`config.mk`:
```
export PLATFORM = sky130hd
export DESIGN_NAME = rmq_div_cell
export DESIGN_NICKNAME = d
export VERILOG_FILES = /design/src/hdl/rmq_div_cell.sv
export SDC_FILE = /design/constraint.sdc
export NUM_CORES = 1
export LEC_CHECK = 0
export BUFFER_PORTS_ARGS = -buffer_cell sky130_fd_sc_hd__buf_2
export CAP_MARGIN = 10
export CORE_UTILIZATION = 45
export CTS_CLUSTER_SIZE = 16
export DETAILED_ROUTE_END_ITERATION = 10
export PLACE_DENSITY = 0.74
export SLEW_MARGIN = 20
export SYNTH_ARGS = -nofsm -noshare
export SYNTH_HDL_FRONTEND = slang
export SYNTH_SLANG_ARGS = --single-unit
```
`constraint.sdc`:
```
create_clock -name clk -period 1.7 [get_ports clk]
set_input_delay 0.17 -clock clk [delete_from_list [all_inputs] [get_ports clk]]
set_output_delay 0.17 -clock clk [all_outputs]
set_load 0.01 [all_outputs]
```
`src/hdl/rmq_div_cell.sv`:
```
// One restoring division step for several lanes sharing a divisor.
// Standalone; dividend register shifts out numerator bits and shifts in quotient bits.
module rmq_div_cell #(
	parameter int NB    = 17,
	parameter int NW    = 31,
	parameter int PW    = 22,
	parameter int LANES = 3
) (
	input  logic                       clk,
	input  logic                       arst_n,
	input  logic                       en,
	input  logic                       in_v,
	input  logic [NB:0]                in_den,
	input  logic [LANES-1:0][NW-1:0]   in_num,
	input  logic [LANES-1:0][NB:0]     in_rem,
	input  logic [PW-1:0]              in_pay,
	output logic                       out_v,
	output logic [NB:0]                out_den,
	output logic [LANES-1:0][NW-1:0]   out_num,
	output logic [LANES-1:0][NB:0]     out_rem,
	output logic [PW-1:0]              out_pay
);

	logic [LANES-1:0][NB+1:0] rem_sh;
	logic [LANES-1:0][NB+1:0] rem_sub;
	logic [LANES-1:0]         ge;

	always_comb begin
		for (int l = 0; l < LANES; l++) begin
			rem_sh[l]  = {in_rem[l], in_num[l][NW-1]};
			ge[l]      = rem_sh[l] >= {1'b0, in_den};
			rem_sub[l] = rem_sh[l] - {1'b0, in_den};
		end
	end

	always_ff @(posedge clk or negedge arst_n) begin
		if (!arst_n) begin
			out_v <= 1'b0;
		end else if (en) begin
			out_v <= in_v;
		end
	end

	always_ff @(posedge clk) begin
		if (en) begin
			out_den <= in_den;
			out_pay <= in_pay;
			for (int l = 0; l < LANES; l++) begin
				out_num[l] <= {in_num[l][NW-2:0], ge[l]};
				out_rem[l] <= ge[l] ? rem_sub[l][NB:0] : rem_sh[l][NB:0];
			end
		end
	end

endmodule

```
==> run_results.csv <==
group,metric,value,unit
worst_setup_path,critPathSlowestCell,"ha_1",
run_status,status,"finished, violations left",
synth,netlist_instances,693,
worst_setup_path,cp.arrival,2.31,ns
synth,netlist.area_leader.share,59.6,%
die,die_height,147,µm
synth,yosysWarnings,0,
run,timing.max_cap.violations,0,
clock_network,clk_latency,0.43,ns
cells_and_area,utilization,78.5,%
worst_setup_path,worst_setup_path_end_kind,"register",
power,p_per_area,879,mW/mm²
worst_setup_path,cp_top_family,"compound AO/OA/AOI/OAI gates",
power,seq_power_share,41.3,%
die,initial_core_util,46.2,%
worst_setup_path,reg2reg_depth,1,
worst_setup_path,worstSetupPathType,"input port to register",
synth,synth.most_common_cell,"edfxtp_1",
sta,rsz0062_at_grt,"true",
placed_design,gp_congestion,0.935,
die,io_pins,379,
worst_setup_path,max_stage_delay,0.32,ns
worst_setup_path,required,1.89,ns
cells_and_area,layout-drive-gt1-share,54.6,%
power,p_sw_share,30.1,%
power,p_clk_share,29.5,%
placed_design,hpwl,22600,µm
synth,synthFlopType,"edfxtp_1",
die,core_area,0.0204,mm²
synth,synth_nets,941,
clock_network,clk_pin_slew,0.08,ns
detailed_routing,ant_nets,0,
worst_setup_path,crit_buf_inv,5,
run_status,violations,"setup timing",
detailed_routing,drc,0,
die,fp-row-count,52,
clock_network,tritoncts,"yes",
sta,finalCriticalPeriod,2.12,ns
cells_and_area,fin_nets,1673,
detailed_routing,drtIter0Drc,682,
synth,synth_area,0.00942,mm²
placed_design,io_buffer_count,378,
sta,timing.fmax,471,MHz
synth,synth_area_leader_cell,"edfxtp_1",
die,dieArea,0.0215,mm²
global_routing,grt_pass1_wl,49700,µm
worst_setup_path,critPathMaxFanout,8,
power,p_int,9.83,mW
synth,async_flop_share,0.532,%
sta,slew_viol_final,0,
clock_network,cts_buffers,17,
global_routing,grt_start_max_net_pins,68,
placed_design,post-place-ws,-0.988,ns
power,ir_drop,730,µV
worst_setup_path,reg2reg_to,"out_v",
synth,synthTopCellsByCount,"edfxtp_1 (187), ha_1 (54), a21oi_1 (48), inv_1 (42), mux2_2 (41)",
synth,synth.area.top_cells,"edfxtp_1 (60%), ha_1 (7.2%), mux2_2 (4.9%)",
clock_network,h-tree-depth,4,
sta,setup_ws,-0.422,ns
synth,ys_seq_area_share,59.9,%
detailed_routing,routed_wl,34900,µm
detailed_routing,routedWlPerCell,20.4,µm
clock_network,cts_root_buf,"clkbuf_16",
global_routing,grt_overflow_total,0,
global_routing,grt_pass1_vias,9219,
global_routing,track_usage,30.8,%
power,p_sw,4.22,mW
worst_setup_path,crit_chain,"buf_2 -> inv_4 -> buf_4 -> ha_1 -> a21oi_2 -> o2111ai_1 -> o211a_1 -> a31o_2 -> a31oi_4 -> buf_6 -> buf_16 -> mux2_4",
worst_hold_path,hold_class,"input port to async pin",
sta,final.period_utilization,125,%
detailed_routing,vias,9095,
sta,slew-limit-headroom,68.2,%
worst_setup_path,cp-start-kind,"input port",
sta,finalSetupViolCount,56,
worst_setup_path,r2r_slack,0.94,ns
power,pwr-share-comb,29.2,%
power,p_leak,7.06,nW
synth,yosysUniqueCellTypes,73,
sta,final_hold_viol_count,0,
global_routing,antenna_found_initial,4,
die,die_w,147,µm
sta,tightest_slew,0.476,ns
worst_setup_path,rr_startpoint,"out_v",
sta,finClkSkew,0,ns
synth,avgSynthCellArea,13.6,µm²
clock_network,cts_buffer_depth,2,
detailed_routing,firstDrtPassIters,5,
clock_network,cts.sinks,188,
cells_and_area,area_delta_synth_final,69.8,%
synth,synth-edff-count,187,
detailed_routing,viasPerCell,5.32,
synth,ys_ff_latch,188,
==> cell usage in the layout (no fill, tap or decap), types with 7 or more instances in the layout <==
| cell | n |
|---|---|
| buf_6 | 25 |
| nand3_1 | 8 |
| clkbuf_16 | 18 |
| o211ai_1 | 7 |
| edfxtp_1 | 187 |
| nand4_1 | 11 |
| ha_1 | 27 |
| nor3_1 | 9 |
| inv_1 | 25 |
| nand2_1 | 37 |
| a21oi_2 | 11 |
| ha_4 | 20 |
| o21a_1 | 10 |
| nor2_1 | 29 |
| inv_2 | 12 |
| a21oi_1 | 36 |
| a21o_1 | 13 |
| buf_2 | 372 |
| buf_4 | 196 |
| xor2_1 | 17 |
| mux2_2 | 15 |
| o21ai_0 | 23 |
| mux2_4 | 34 |
| dlygate4sd3_1 | 131 |
| ha_2 | 7 |
| xnor2_1 | 22 |
==> through the flow <==
| stage | power [mW] | cell area, µm² | TNS, ns | hold WS (ns) | instances |
|---|---|---|---|---|---|
| global route | 14.5 | 16000 | -22.88 | 0.0476 | 1710 |
| CTS | 13.6 | 15300 | -18.46 | 0.0176 | 1692 |
| finish | 14.1 | 16000 | -18.88 | 0.0542 | 1710 |
| global placement | 9.05 | 13000 | -48.82 | -0.0467 | 1512 |
| floorplan | 7.49 | 9450 | -33.91 | -0.126 | 693 |
| detailed placement | 9.12 | 13000 | -51.35 | -0.0451 | 1512 |
==> registers in the layout (all words and copies together), names as in the netlist <==
register  flops
out_pay      22
out_v         1
out_num      93
out_rem      54
out_den      18
==> worst max-delay path by stage <==
stage / startpoint / to / depth (start not counted)
floorplan: in_den[1] / out_rem[10] / 9
global placement: in_den[4] / out_rem[30] / 9
detailed placement: in_den[8] / out_rem[19] / 9
CTS: in_den[1] / out_rem[9] / 12
global route: in_den[8] / out_rem[9] / 12
finish: in_den[8] / out_rem[9] / 12
==> cell type report <==
cell class / count / area (µm²)
clock buffers: 17 / 425
repair buffers: 733 / 5110
diodes: 2 / 5.00
multi-input cells: 443 / 4110
clock inverters: 15 / 186
inverters: 42 / 171
well taps: 270 / 338
fillers: 1138 / 4370
flip-flops and latches: 188 / 5640
==> power by group through the flow <==
stage                     Clock (mW)  Sequential (mW)  Combinational [mW]
after detailed placement           0             5.88                3.24
after floorplan                    0             6.16                1.32
after global placement             0             5.87                3.18
after global routing            4.32             5.84                4.34
after CTS                       4.15             5.78                3.71
final                           4.14             5.81                4.10
==> cell families (layout without fill, tap and decap cells) <==
family	count (synthesis)	after routing	synth area share, %
AOI/OAI and AO/OA	166	166	12.3
muxes	52	52	6.46
adders and majority gates	57	57	7.81
DFF	188	188	59.9
buffers and inverters	62	807	3.02
and+or+nand+nor	129	129	6.88
xor gates and xnor gates	39	39	3.63
other	0	2	0
==> metal layers <==
| layer | wire length [µm] | track usage (%) | up-vias | part of all wire (%) |
|---|---|---|---|---|
| li1 | - | - | 4147 | - |
| met1 | 12500 | 33.8 | 4371 | 36 |
| met2 | 18500 | 57.2 | 485 | 53 |
| met3 | 2470 | 6.78 | 92 | 7.1 |
| met4 | 1430 | 12.4 | 0 | 4.1 |
| met5 | 0 | 0 | - | 0 |
==> what timing repair did <==
item                       CTS  global route
gates cloned                 2             2
pin swaps                    8            43
hold buffers               131             0
buffers inserted            15            15
setup endpoints to repair   57            57
gates resized for setup     46           112
hold endpoints to repair   131             0
(Power assumes the default switching activity.)
