**src/hdl/rmq_sqrt_cell.sv**
```systemverilog
// One restoring square-root step: consumes two radicand bits, emits one root bit.
// Standalone; carries an opaque payload alongside the partial root.
module rmq_sqrt_cell #(
	parameter int NB = 17,
	parameter int RW = 34,
	parameter int PW = 54
) (
	input  logic          clk,
	input  logic          arst_n,
	input  logic          en,
	input  logic          in_v,
	input  logic [RW-1:0] in_rad,
	input  logic [NB+1:0] in_rem,
	input  logic [NB-1:0] in_root,
	input  logic [PW-1:0] in_pay,
	output logic          out_v,
	output logic [RW-1:0] out_rad,
	output logic [NB+1:0] out_rem,
	output logic [NB-1:0] out_root,
	output logic [PW-1:0] out_pay
);

	logic [NB+1:0] rem_sh;
	logic [NB+1:0] trial;
	logic          ge;

	always_comb begin
		rem_sh = {in_rem[NB-1:0], in_rad[RW-1 -: 2]};
		trial  = {in_root, 2'b01};
		ge     = rem_sh >= trial;
	end

	always_ff @(posedge clk or negedge arst_n) begin
		if (!arst_n) begin
			out_v <= 1'b0;
		end else if (en) begin
			out_v <= in_v;
		end
	end

	always_ff @(posedge clk) begin
		if (en) begin
			out_rad  <= {in_rad[RW-3:0], 2'b00};
			out_rem  <= ge ? (rem_sh - trial) : rem_sh;
			out_root <= {in_root[NB-2:0], ge};
			out_pay  <= in_pay;
		end
	end

endmodule

```
**config.mk**
```make
export PLATFORM = sky130hd
export DESIGN_NAME = rmq_sqrt_cell
export DESIGN_NICKNAME = d
export VERILOG_FILES = /design/src/hdl/rmq_sqrt_cell.sv
export SDC_FILE = /design/constraint.sdc
export NUM_CORES = 1
export LEC_CHECK = 0
export BUFFER_PORTS_ARGS = -buffer_cell sky130_fd_sc_hd__buf_4
export CAP_MARGIN = 20
export CELL_PAD_IN_SITES_DETAIL_PLACEMENT = 1
export CELL_PAD_IN_SITES_GLOBAL_PLACEMENT = 1
export CORE_AREA = 2 2 124 126
export DETAILED_ROUTE_END_ITERATION = 12
export DIE_AREA = 0 0 126 128
export PLACE_DENSITY_LB_ADDON = 0.1
export SYNTH_ARGS = -nofsm -noshare
export SYNTH_HDL_FRONTEND = slang
export SYNTH_SLANG_ARGS = --single-unit
```
**constraint.sdc**
```tcl
create_clock -name clk -period 0.9 [get_ports clk]
set_input_delay 0 -clock clk [delete_from_list [all_inputs] [get_ports clk]]
set_output_delay 0 -clock clk [all_outputs]
set_load 0.05 [all_outputs]
```
==> results.json, run 1 <==
{
  "outcome": "finished, violations left",
  "violations": "setup timing",
  "fin_tns_setup_ps": -25570,
  "vias_per_cell": 4.883,
  "regToRegSetupSlack_ps": -20,
  "synth-edff-count": 122,
  "hold_viol_final": 0,
  "reg2regPathDepth": 2,
  "ant_nets": 0,
  "gp_congestion": 0.8232,
  "required_ps": 1060,
  "path_cells": "buf_8, inv_12, ha_4, and4_4, nand4_4, o31ai_4, a221o_1, buf_6, mux2_4",
  "start_kind": "input port",
  "synth-seq-cells": 123,
  "ys_types": 54,
  "seq_area_frac_synth_pct": 70.93,
  "critical_path.max_stage_delay_ps": 320,
  "io_buffers": 248,
  "grt_pass1_vias": 5203,
  "hold_path_startpoint": "en",
  "hpwl_um": 12190,
  "die_x_um": 126,
  "rr_endpoint": "out_v",
  "yosysMostFrequentCell": "edfxtp_1",
  "finClkSkew_ps": 0,
  "arrival_ps": 1870,
  "seqPwrFrac_pct": 35.3,
  "track_usage_pct": 28.29,
  "route.vias.total": 4751,
  "period_needed_ps": 1710,
  "synthArstFlopShare_pct": 0.8130,
  "io_pins": 253,
  "drt_iter0_drc": 367,
  "synth_top_area_share_pct": 70.45,
  "start_util_pct": 34.98,
  "switching_power_mw": 6.500,
  "clock_latency_ps": 410,
  "rsz0062_at_grt": "yes",
  "clock-sinks": 123,
  "synth_commonest_cells": "122 x edfxtp_1, 23 x inv_1, 19 x ha_1",
  "cts_tree": "done",
  "swShare_pct": 31.80,
  "finalCritPeriodShare_pct": 190.0,
  "p_total_mw": 20.44,
  "rows": 45,
  "clockBufferDepth": 2,
  "internal_power_mw": 13.94,
  "syn_inst": 318,
  "slew_viol_final": 0,
  "power_density_nw_per_um2": 1951,
  "overflow": 0,
  "drive_gt1_share_pct": 53.70,
  "antenna_found_initial": 0,
  "path_max_fanout": 7,
  "yosysTopAreaCell": "edfxtp_1",
  "whs_path_depth": 2,
  "seqCellArea_um2": 3690,
  "grt_pass1_wl_um": 33780,
  "synth-main-ff-cell": "edfxtp_1",
  "cpLargestDelayFamily": "compound AO/OA/AOI/OAI gates",
  "fin_ws_ps": -810.2,
  "wire_per_inst_um": 23.85,
  "irDropWorstVdd_mv": 1.311,
  "core_region_area_um2": 14860,
  "path_clk_slew_ps": 60,
  "fmax_mhz": 584.7,
  "avgSynthCellArea_um2": 16.35,
  "synth_area_um2": 5200,
  "yosys-top-cells-area": "edfxtp_1 70%, ha_1 4.6%, mux2_2 2.2%",
  "end_kind": "flip-flop",
  "cap_violations": 0,
  "multi_input_area_um2": 1627,
  "timing.hold.ws_ps": 20.94,
  "area_growth_syn_to_layout_pct": 101.5,
  "worst-setup-path-type": "in2reg",
  "grt_max_degree": 56,
  "drc": 0,
  "drt-pass1-iter-count": 4,
  "place_inst": 810,
  "r2r_start": "out_v",
  "combPwrFrac_pct": 29.5,
  "worst-path-buf-inv": 3,
  "cp.depth": 9,
  "power.leakage_nw": 4.470,
  "fin_cells": 973,
  "die_area_um2": 16130,
  "setup_viol_count_final": 144,
  "holdCritPathClass": "in2reg",
  "htreeDepth": 4,
  "cts_root_buf": "clkbuf_16",
  "cp_slowest_cell": "mux2_4",
  "cts_buffers": 17,
  "chipHeight_um": 128,
  "drt-total-wl_um": 23210,
  "min_to": "out_root[10]",
  "synth_warnings": 0,
  "nFillCells": 1356,
  "nets": 919,
  "clkPwrFrac_pct": 35.1
}
-- cell usage in the layout, fill, tap and decap left out, types with 5 or more instances in the layout --
cell and instances:
inv_1 14, nor2_1 10, dlygate4sd3_1 120, ha_1 6
o21ai_0 8, edfxtp_1 122, buf_4 184, inv_2 5
mux2_4 13, a21o_1 5, o21a_1 6, o211ai_1 5
a21oi_1 9, a21oi_4 5, clkbuf_16 17, xnor2_1 9
nand2_1 10, ha_4 12, buf_6 135
-- worst max path at each step --
stage               slack (ps)          end   startpoint
detailed placement       -1300  out_rem[12]   in_root[0]
global route              -850  out_rem[14]  in_root[11]
finish                    -810  out_rem[12]  in_root[10]
floorplan                -1160  out_rem[12]  in_root[10]
CTS                       -760   out_rem[8]    in_rem[6]
global placement         -1250   out_rem[5]    in_rem[8]
-- power groups by stage --
stage / clock network, mW / registers (mW) / logic (mW)
floorplan: 0 / 8.96 / 1.03
global placement: 0 / 7.14 / 4.68
detailed placement: 0 / 7.17 / 4.74
CTS: 7.08 / 7.16 / 5.76
global route: 7.44 / 7.25 / 6.27
finish: 7.19 / 7.22 / 6.04
-- cells by family (layout without fill, tap and decap cells) --
kind of cell / Yosys count / after routing / synth area share [%]
compound gates: 65 / 65 / 9.553
fa+ha+maj: 19 / 19 / 4.572
other cells: 1 / 3 / 0.07212
mux: 20 / 20 / 4.572
simple gates: 42 / 42 / 4.307
xor+xnor: 13 / 13 / 2.190
flops: 123 / 123 / 70.93
buf+inv: 35 / 500 / 3.802
-- per-stage QoR --
step                      utilization, %  instance area (um2)  setup slack [ps]
after CTS                          69.84                10380            -763.8
after global placement             52.61                 7820             -1247
after global routing               70.49                10480            -848.3
after floorplan                        -                 5298             -1163
after detailed placement           52.61                 7820             -1304
final                              70.51                10480            -810.2
-- worst register-to-register path: cells and delay by family (launching register included) --
family / cells / cell delay [ps]
mux: 1 / 260
flops: 1 / 420
buf+inv: 1 / 120
-- metal layers --
| metal | vias to the layer above | share of wire [%] | wire [um] | GRT usage, % |
|---|---|---|---|---|
| met3 | 28 | 5.0 | 1149 | 6.052 |
| met1 | 2364 | 41 | 9459 | 34.59 |
| met4 | 0 | 1.9 | 441 | 7.434 |
| met2 | 222 | 52 | 12160 | 50.92 |
| met5 | - | 0 | 0 | 0 |
| li1 | 2137 | - | - | - |
-- state kept, by name, indices dropped and copies added, names as in the netlist --
signal	count
out_rad	32
out_rem	19
out_root	17
out_pay	54
out_v	1
-- repair_timing --
action                                  4_1_cts  5_1_grt
endpoints found under the hold margin       119        0
hold buffers                                120        0
resized for setup                           173       18
buffers inserted                             10        3
endpoints found under the setup margin      143      143
pin swaps                                    24       13
-- layout make-up --
cell class / instances / area share (%)
clock inverter: 14 / 1.636
multi-input combinational: 161 / 15.52
antenna: 1 / 0.02388
tap: 188 / 2.245
timing repair buffer: 446 / 40.29
inverter: 23 / 1.015
clock buffer: 17 / 4.059
sequential: 123 / 35.21
(Power assumes the default switching activity.)
==> run 2, diff against run 1 <==
Settings changed: ABC_AREA set to 1, CORE_AREA 2 2 124 126 to 2 2 128 130, DIE_AREA 0 0 126 128 to 0 0 130 132.
==> results.json, run 2 <==
{
  "overflow": 0,
  "path_max_fanout": 4,
  "wire_per_inst_um": 28.58,
  "synth_commonest_cells": "122 x edfxtp_1, 113 x nand2_1, 43 x inv_1",
  "final_cell_mix": "168 x buf_4, 138 x buf_6, 122 x edfxtp_1",
  "drt-total-wl_um": 31810,
  "synth-seq-cells": 123,
  "hold_viol_final": 2,
  "area_growth_syn_to_layout_pct": 105.5,
  "clock_latency_ps": 440,
  "finish.utilization_pct": 71.00,
  "start_util_pct": 34.54,
  "synth_top_family_by_area": "simple AND/OR/NAND/NOR gates",
  "violations": "hold timing, setup timing",
  "io_buffers": 248,
  "rows": 46,
  "setup_viol_count_final": 144,
  "arrival_ps": 1620,
  "ys_types": 31,
  "finClkSkew_ps": 0,
  "period_needed_ps": 1313,
  "grt_pass1_vias": 6098,
  "met2_length_um": 16230,
  "r2r_start": "out_v",
  "reg2regPathDepth": 2,
  "m1WireLength_um": 12260,
  "rsz0062_at_grt": "yes",
  "drt_iter0_drc": 487,
  "track_usage_pct": 34.23,
  "route.met3.wl_um": 2061,
  "synth_top_area_share_pct": 67.50,
  "rr_endpoint": "out_v",
  "seq_area_frac_synth_pct": 67.96,
  "nets": 1031,
  "htreeDepth": 4,
  "synth_compound_area_share_pct": 2.374,
  "avgSynthCellArea_um2": 12.54,
  "cap_violations": 0,
  "syn_inst": 433,
  "vias_per_cell": 5.173,
  "cts_root_buf": "clkbuf_16",
  "hpwl_um": 14320,
  "die_area_um2": 17160,
  "nFillCells": 1507,
  "holdCritPathClass": "in2reg",
  "irDropWorstVdd_mv": 1.503,
  "fmax_mhz": 761.9,
  "synth_area_um2": 5428,
  "top_register": "out_pay",
  "start_kind": "input port",
  "cts_buffers": 17,
  "required_ps": 1210,
  "multi_input_area_um2": 2182,
  "drive_gt1_share_pct": 56.81,
  "end_kind": "flip-flop",
  "clock-sinks": 123,
  "slew_viol_final": 0,
  "io_pins": 253,
  "gp_congestion": 0.8634,
  "final_area_um2": 11160,
  "path_clk_slew_ps": 70,
  "endpoint": "out_rem[14]",
  "path_cells": "buf_4, ha_4, nand2_2, nor2_2, nand2_1, nand3_1, nand3b_1, buf_4, nand3b_1, nand3_2, nand2_1",
  "clockBufferDepth": 2,
  "power_density_nw_per_um2": 1926,
  "chipHeight_um": 132,
  "drt-pass1-iter-count": 5,
  "power.leakage_nw": 4.871,
  "yosysTopAreaCell": "edfxtp_1",
  "antenna_found_initial": 1,
  "grt_max_degree": 64,
  "critPathLaunch": "in_rem[3]",
  "largest_reg_flops": 54,
  "critical_path.max_stage_delay_ps": 310,
  "cp_slowest_cell": "ha_4",
  "die_x_um": 130,
  "yosys-top-cells-area": "edfxtp_1 67%, nand2_1 7.8%, ha_1 4.4%",
  "core_region_area_um2": 15710,
  "fin_ws_ps": -412.5,
  "placed_area_um2": 8238,
  "grt_pass1_wl_um": 42060,
  "largestRegisters": "out_pay: 54 flops, out_rad: 32 flops, out_rem: 19 flops",
  "top_layer": "met4",
  "synth-edff-count": 122,
  "seqCellArea_um2": 3690,
  "cts_tree": "done",
  "route.vias.total": 5758,
  "muxShareOfSynthArea_pct": 0.2075,
  "ant_nets": 0,
  "synth_xor_area_share_pct": 1.452,
  "final_common_cell": "buf_4",
  "outcome": "finished, violations left",
  "timing.hold.ws_ps": -14.38,
  "yosysMostFrequentCell": "edfxtp_1",
  "regToRegSetupSlack_ps": -30,
  "synthAdderAreaFrac_pct": 4.380,
  "synthArstFlopShare_pct": 0.8130,
  "drc": 0,
  "worst-setup-path-type": "in2reg",
  "synth_warnings": 0,
  "synth-main-ff-cell": "edfxtp_1",
  "finalCritPeriodShare_pct": 145.8,
  "synthSimpleGateAreaFrac_pct": 18.72
}
==> run 2: cell types whose count changed in the layout (fill, tap and decap cells not counted), sizes merged, moves of 7 or more <==
| cell | delta |
|---|---|
| nand3 | +39 |
| nor2 | +14 |
| o21ai | -7 |
| nand3b | +7 |
| buf | -13 |
| inv | +30 |
| mux2 | -14 |
| xnor2 | -9 |
| nand2 | +117 |
==> run 2: worst min-delay path by stage <==
stage | start | endpoint | slack [ps] | depth (start not counted)
after floorplan | arst_n | out_v | -300 | 0
after global placement | arst_n | out_v | -220 | 1
after detailed placement | arst_n | out_v | -220 | 1
after CTS | in_rem[0] | out_rem[2] | 0.9 | 4
after global routing | in_rem[2] | out_rem[4] | -3 | 4
final | in_rem[2] | out_rem[4] | -10 | 4
==> run 2: cell type report <==
class | count | share of cell area (%)
clock buffer | 17 | 3.813
timing repair buffer | 434 | 37.46
inverter | 54 | 2.109
antenna | 1 | 0.02243
tap | 216 | 2.423
clock inverter | 14 | 1.537
multi-input combinational | 254 | 19.56
sequential | 123 | 33.08
==> run 2: power by group <==
group,internal (mW),switching (mW)
Combinational,2.66,4.05
Sequential,6.92,0.348
Clock,4.35,3.15
==> run 2: per-stage QoR <==
step | total power [mW] | TNS (ps) | setup WS [ps] | hold WS [ps] | instances
after global routing | 21.85 | -24600 | -439.4 | -2.651 | 1113
after detailed placement | 12.14 | -14970 | -787.6 | -221.1 | 945
final | 21.48 | -22510 | -412.5 | -14.38 | 1113
after global placement | 12.02 | -14090 | -751.9 | -223.0 | 945
after CTS | 20.36 | -14880 | -241.1 | 0.9308 | 1108
after floorplan | 10.13 | -8653 | -441.8 | -295.6 | 434
==> run 2: kinds of logic (layout without fill, tap and decap cells) <==
family,count (synthesis),count (layout)
AO/OA/AOI/OAI,19,19
buffers and inverters,60,519
flip-flops,123,123
AND/OR/NAND/NOR,201,204
other,1,3
multiplexers,1,1
adder cells (fa/ha/maj),19,19
XOR/XNOR,9,9
==> run 2: repair_timing <==
item,in CTS,in global routing
hold endpoints to repair,118,0
buffers inserted,8,4
hold buffers,120,0
resized for setup,200,60
gates cloned,4,0
setup endpoints to repair,143,148
pin swaps,21,30
==> run 2: worst max-delay path: cells and delay by family <==
| family | cells | cell delay [ps] |
|---|---|---|
| simple gates | 8 | 1000 |
| fa+ha+maj | 1 | 310 |
| buf+inv | 2 | 300 |
==> run 2: layer usage <==
metal / GRT usage (%) / up-vias
li1: - / 2387
met1: 40.84 / 2938
met2: 59.10 / 348
met3: 7.021 / 85
met4: 15.11 / 0
met5: 0 / -
==> run 3, diff against run 2 <==
Settings changed: CELL_PAD_IN_SITES_DETAIL_PLACEMENT 1 to 0, CELL_PAD_IN_SITES_GLOBAL_PLACEMENT 1 to 2, CORE_AREA 2 2 128 130 to 2 2 140 142, DIE_AREA 0 0 130 132 to 0 0 142 144.
==> results.json, run 3 (same netlist as run 2, synthesis figures left out) <==
{
  "fin_ws_ps": -250.3,
  "largest_reg_flops": 54,
  "drive_gt1_share_pct": 57.60,
  "die_area_um2": 20450,
  "start_util_pct": 28.45,
  "hpwl_um": 13320,
  "timing.hold.ws_ps": 21.88,
  "gp_congestion": 0.7949,
  "drt_iter0_drc": 178,
  "whs_path_depth": 4,
  "overflow": 0,
  "seqPwrFrac_pct": 34.0,
  "grt_max_degree": 63,
  "regToRegSetupSlack_ps": 130,
  "clockBufferDepth": 2,
  "vias_per_cell": 4.366,
  "power_density_nw_per_um2": 1848,
  "combPwrFrac_pct": 30.1,
  "path_max_fanout": 5,
  "final_cell_mix": "161 x buf_4, 140 x buf_6, 122 x dlygate4sd3_1, 122 x edfxtp_1, 65 x nand2_1",
  "outcome": "finished, violations left",
  "rows": 51,
  "reg2regPathDepth": 1,
  "nets": 1035,
  "antenna_found_initial": 1,
  "core_region_area_um2": 19080,
  "worst-setup-path-type": "in2reg",
  "drt-total-wl_um": 19910,
  "grt_pass1_wl_um": 29460,
  "r2r_start": "out_v",
  "period_needed_ps": 1150,
  "path_clk_slew_ps": 70,
  "arrival_ps": 1320,
  "cts_buffers": 17,
  "finClkSkew_ps": 0,
  "top_register": "out_pay",
  "clock_latency_ps": 410,
  "power.leakage_nw": 4.947,
  "swShare_pct": 31.79,
  "setup_viol_count_final": 143,
  "ant_nets": 0,
  "io_pins": 253,
  "min_to": "out_rem[0]",
  "cts_tree": "done",
  "pre_cts_ws_ps": -879.6,
  "largestRegisters": "out_pay: 54 flops, out_rad: 32 flops, out_rem: 19 flops",
  "clkPwrFrac_pct": 35.9,
  "holdCritPathClass": "in2reg",
  "final_common_cell": "buf_4",
  "drt-pass1-iter-count": 4,
  "fin_tns_setup_ps": -12570,
  "irDropWorstVdd_mv": 1.268,
  "p_total_mw": 21.06,
  "rr_endpoint": "out_v",
  "chipHeight_um": 144,
  "track_usage_pct": 19.25,
  "wire_per_inst_um": 17.46,
  "hold_path_startpoint": "in_rad[32]",
  "drc": 0,
  "start_kind": "input port",
  "switching_power_mw": 6.693,
  "finalCritPeriodShare_pct": 127.8,
  "clock-sinks": 123,
  "violations": "setup timing",
  "route.vias.total": 4977,
  "io_buffers": 248,
  "cts_root_buf": "clkbuf_16",
  "htreeDepth": 4,
  "end_kind": "flip-flop",
  "slew_viol_final": 0,
  "rsz0062_at_grt": "yes",
  "die_x_um": 142,
  "cap_violations": 0,
  "fmax_mhz": 869.3,
  "grt_pass1_vias": 5277,
  "area_growth_syn_to_layout_pct": 109.9,
  "internal_power_mw": 14.36,
  "hold_viol_final": 0,
  "required_ps": 1070
}
run 3: changes by cell type in the layout (fill, tap and decap cells not counted), sizes merged:
cell | previous run | this run
dlygate4sd3 | 119 | 122
clkinvlp | 3 | 2
bufinv | 3 | 4
dlymetal6s4s | 1 | 0
clkbuf | 18 | 19
clkinv | 6 | 1
buf | 313 | 315
inv | 56 | 61
run 3: timing repair:
| item | CTS | global route |
|---|---|---|
| gates cloned | 5 | 0 |
| setup buffers | 12 | 2 |
| gates resized for setup | 234 | 49 |
| hold buffers | 122 | 0 |
| setup endpoints to repair | 143 | 143 |
| pin swaps | 34 | 40 |
| hold endpoints to repair | 121 | 0 |
run 3: how the worst max path moves through the flow:
stage,startpoint,endpoint,slack [ps],cells past startpoint
4_1_cts,in_root[6],out_rem[11],-210,12
6_report,in_root[6],out_rem[10],-250,13
2_1_floorplan,in_root[6],out_rem[9],-440,11
3_3_place_gp,in_root[7],out_rem[18],-900,11
5_1_grt,in_root[6],out_rem[10],-300,13
3_5_place_dp,in_root[7],out_rem[18],-880,11
run 3: stage by stage:
stage                     instances  util, %  cell area (um2)
final                          1140    59.71            11390
after global routing           1140    59.71            11390
after CTS                      1137    58.63            11190
after detailed placement        966    43.35             8270
after global placement          966    43.35             8270
after floorplan                 434        -             5722
run 3: layer usage:
metal / track usage, % / wire, um / vias up
li1: - / - / 2396
met1: 22.12 / 8013 / 2366
met2: 34.53 / 10240 / 177
met3: 4.934 / 1071 / 38
met4: 7.316 / 582 / 0
met5: 0 / 0 / -
run 3: cell type report:
type	instances	area, um2
fill	1519	7687
tap	238	297.8
timing repair buffer	438	4294
antenna	1	2.502
clock buffer	18	429.2
inverter	54	237.7
clock inverter	14	207.7
multi-input combinational	254	2233
sequential	123	3690
run 3: power by group through the flow:
stage | logic (mW) | registers (mW) | clock network [mW]
after detailed placement | 4.97 | 7.17 | 0
after floorplan | 1.17 | 8.96 | 0
after CTS | 6.21 | 7.16 | 7.72
after global routing | 6.66 | 7.20 | 8.00
after global placement | 4.95 | 7.16 | 0
final | 6.33 | 7.16 | 7.56
run 3: critical path: stages:
cell     delay, ps
buf_12          90
inv_12          30
ha_4           300
nand2_4         60
nand2_4         70
a21oi_4         60
buf_6          120
nor2_4         120
nor2_4          70
nand2_8        150
nand2_8        100
nand3_4         90
nand2_2         40
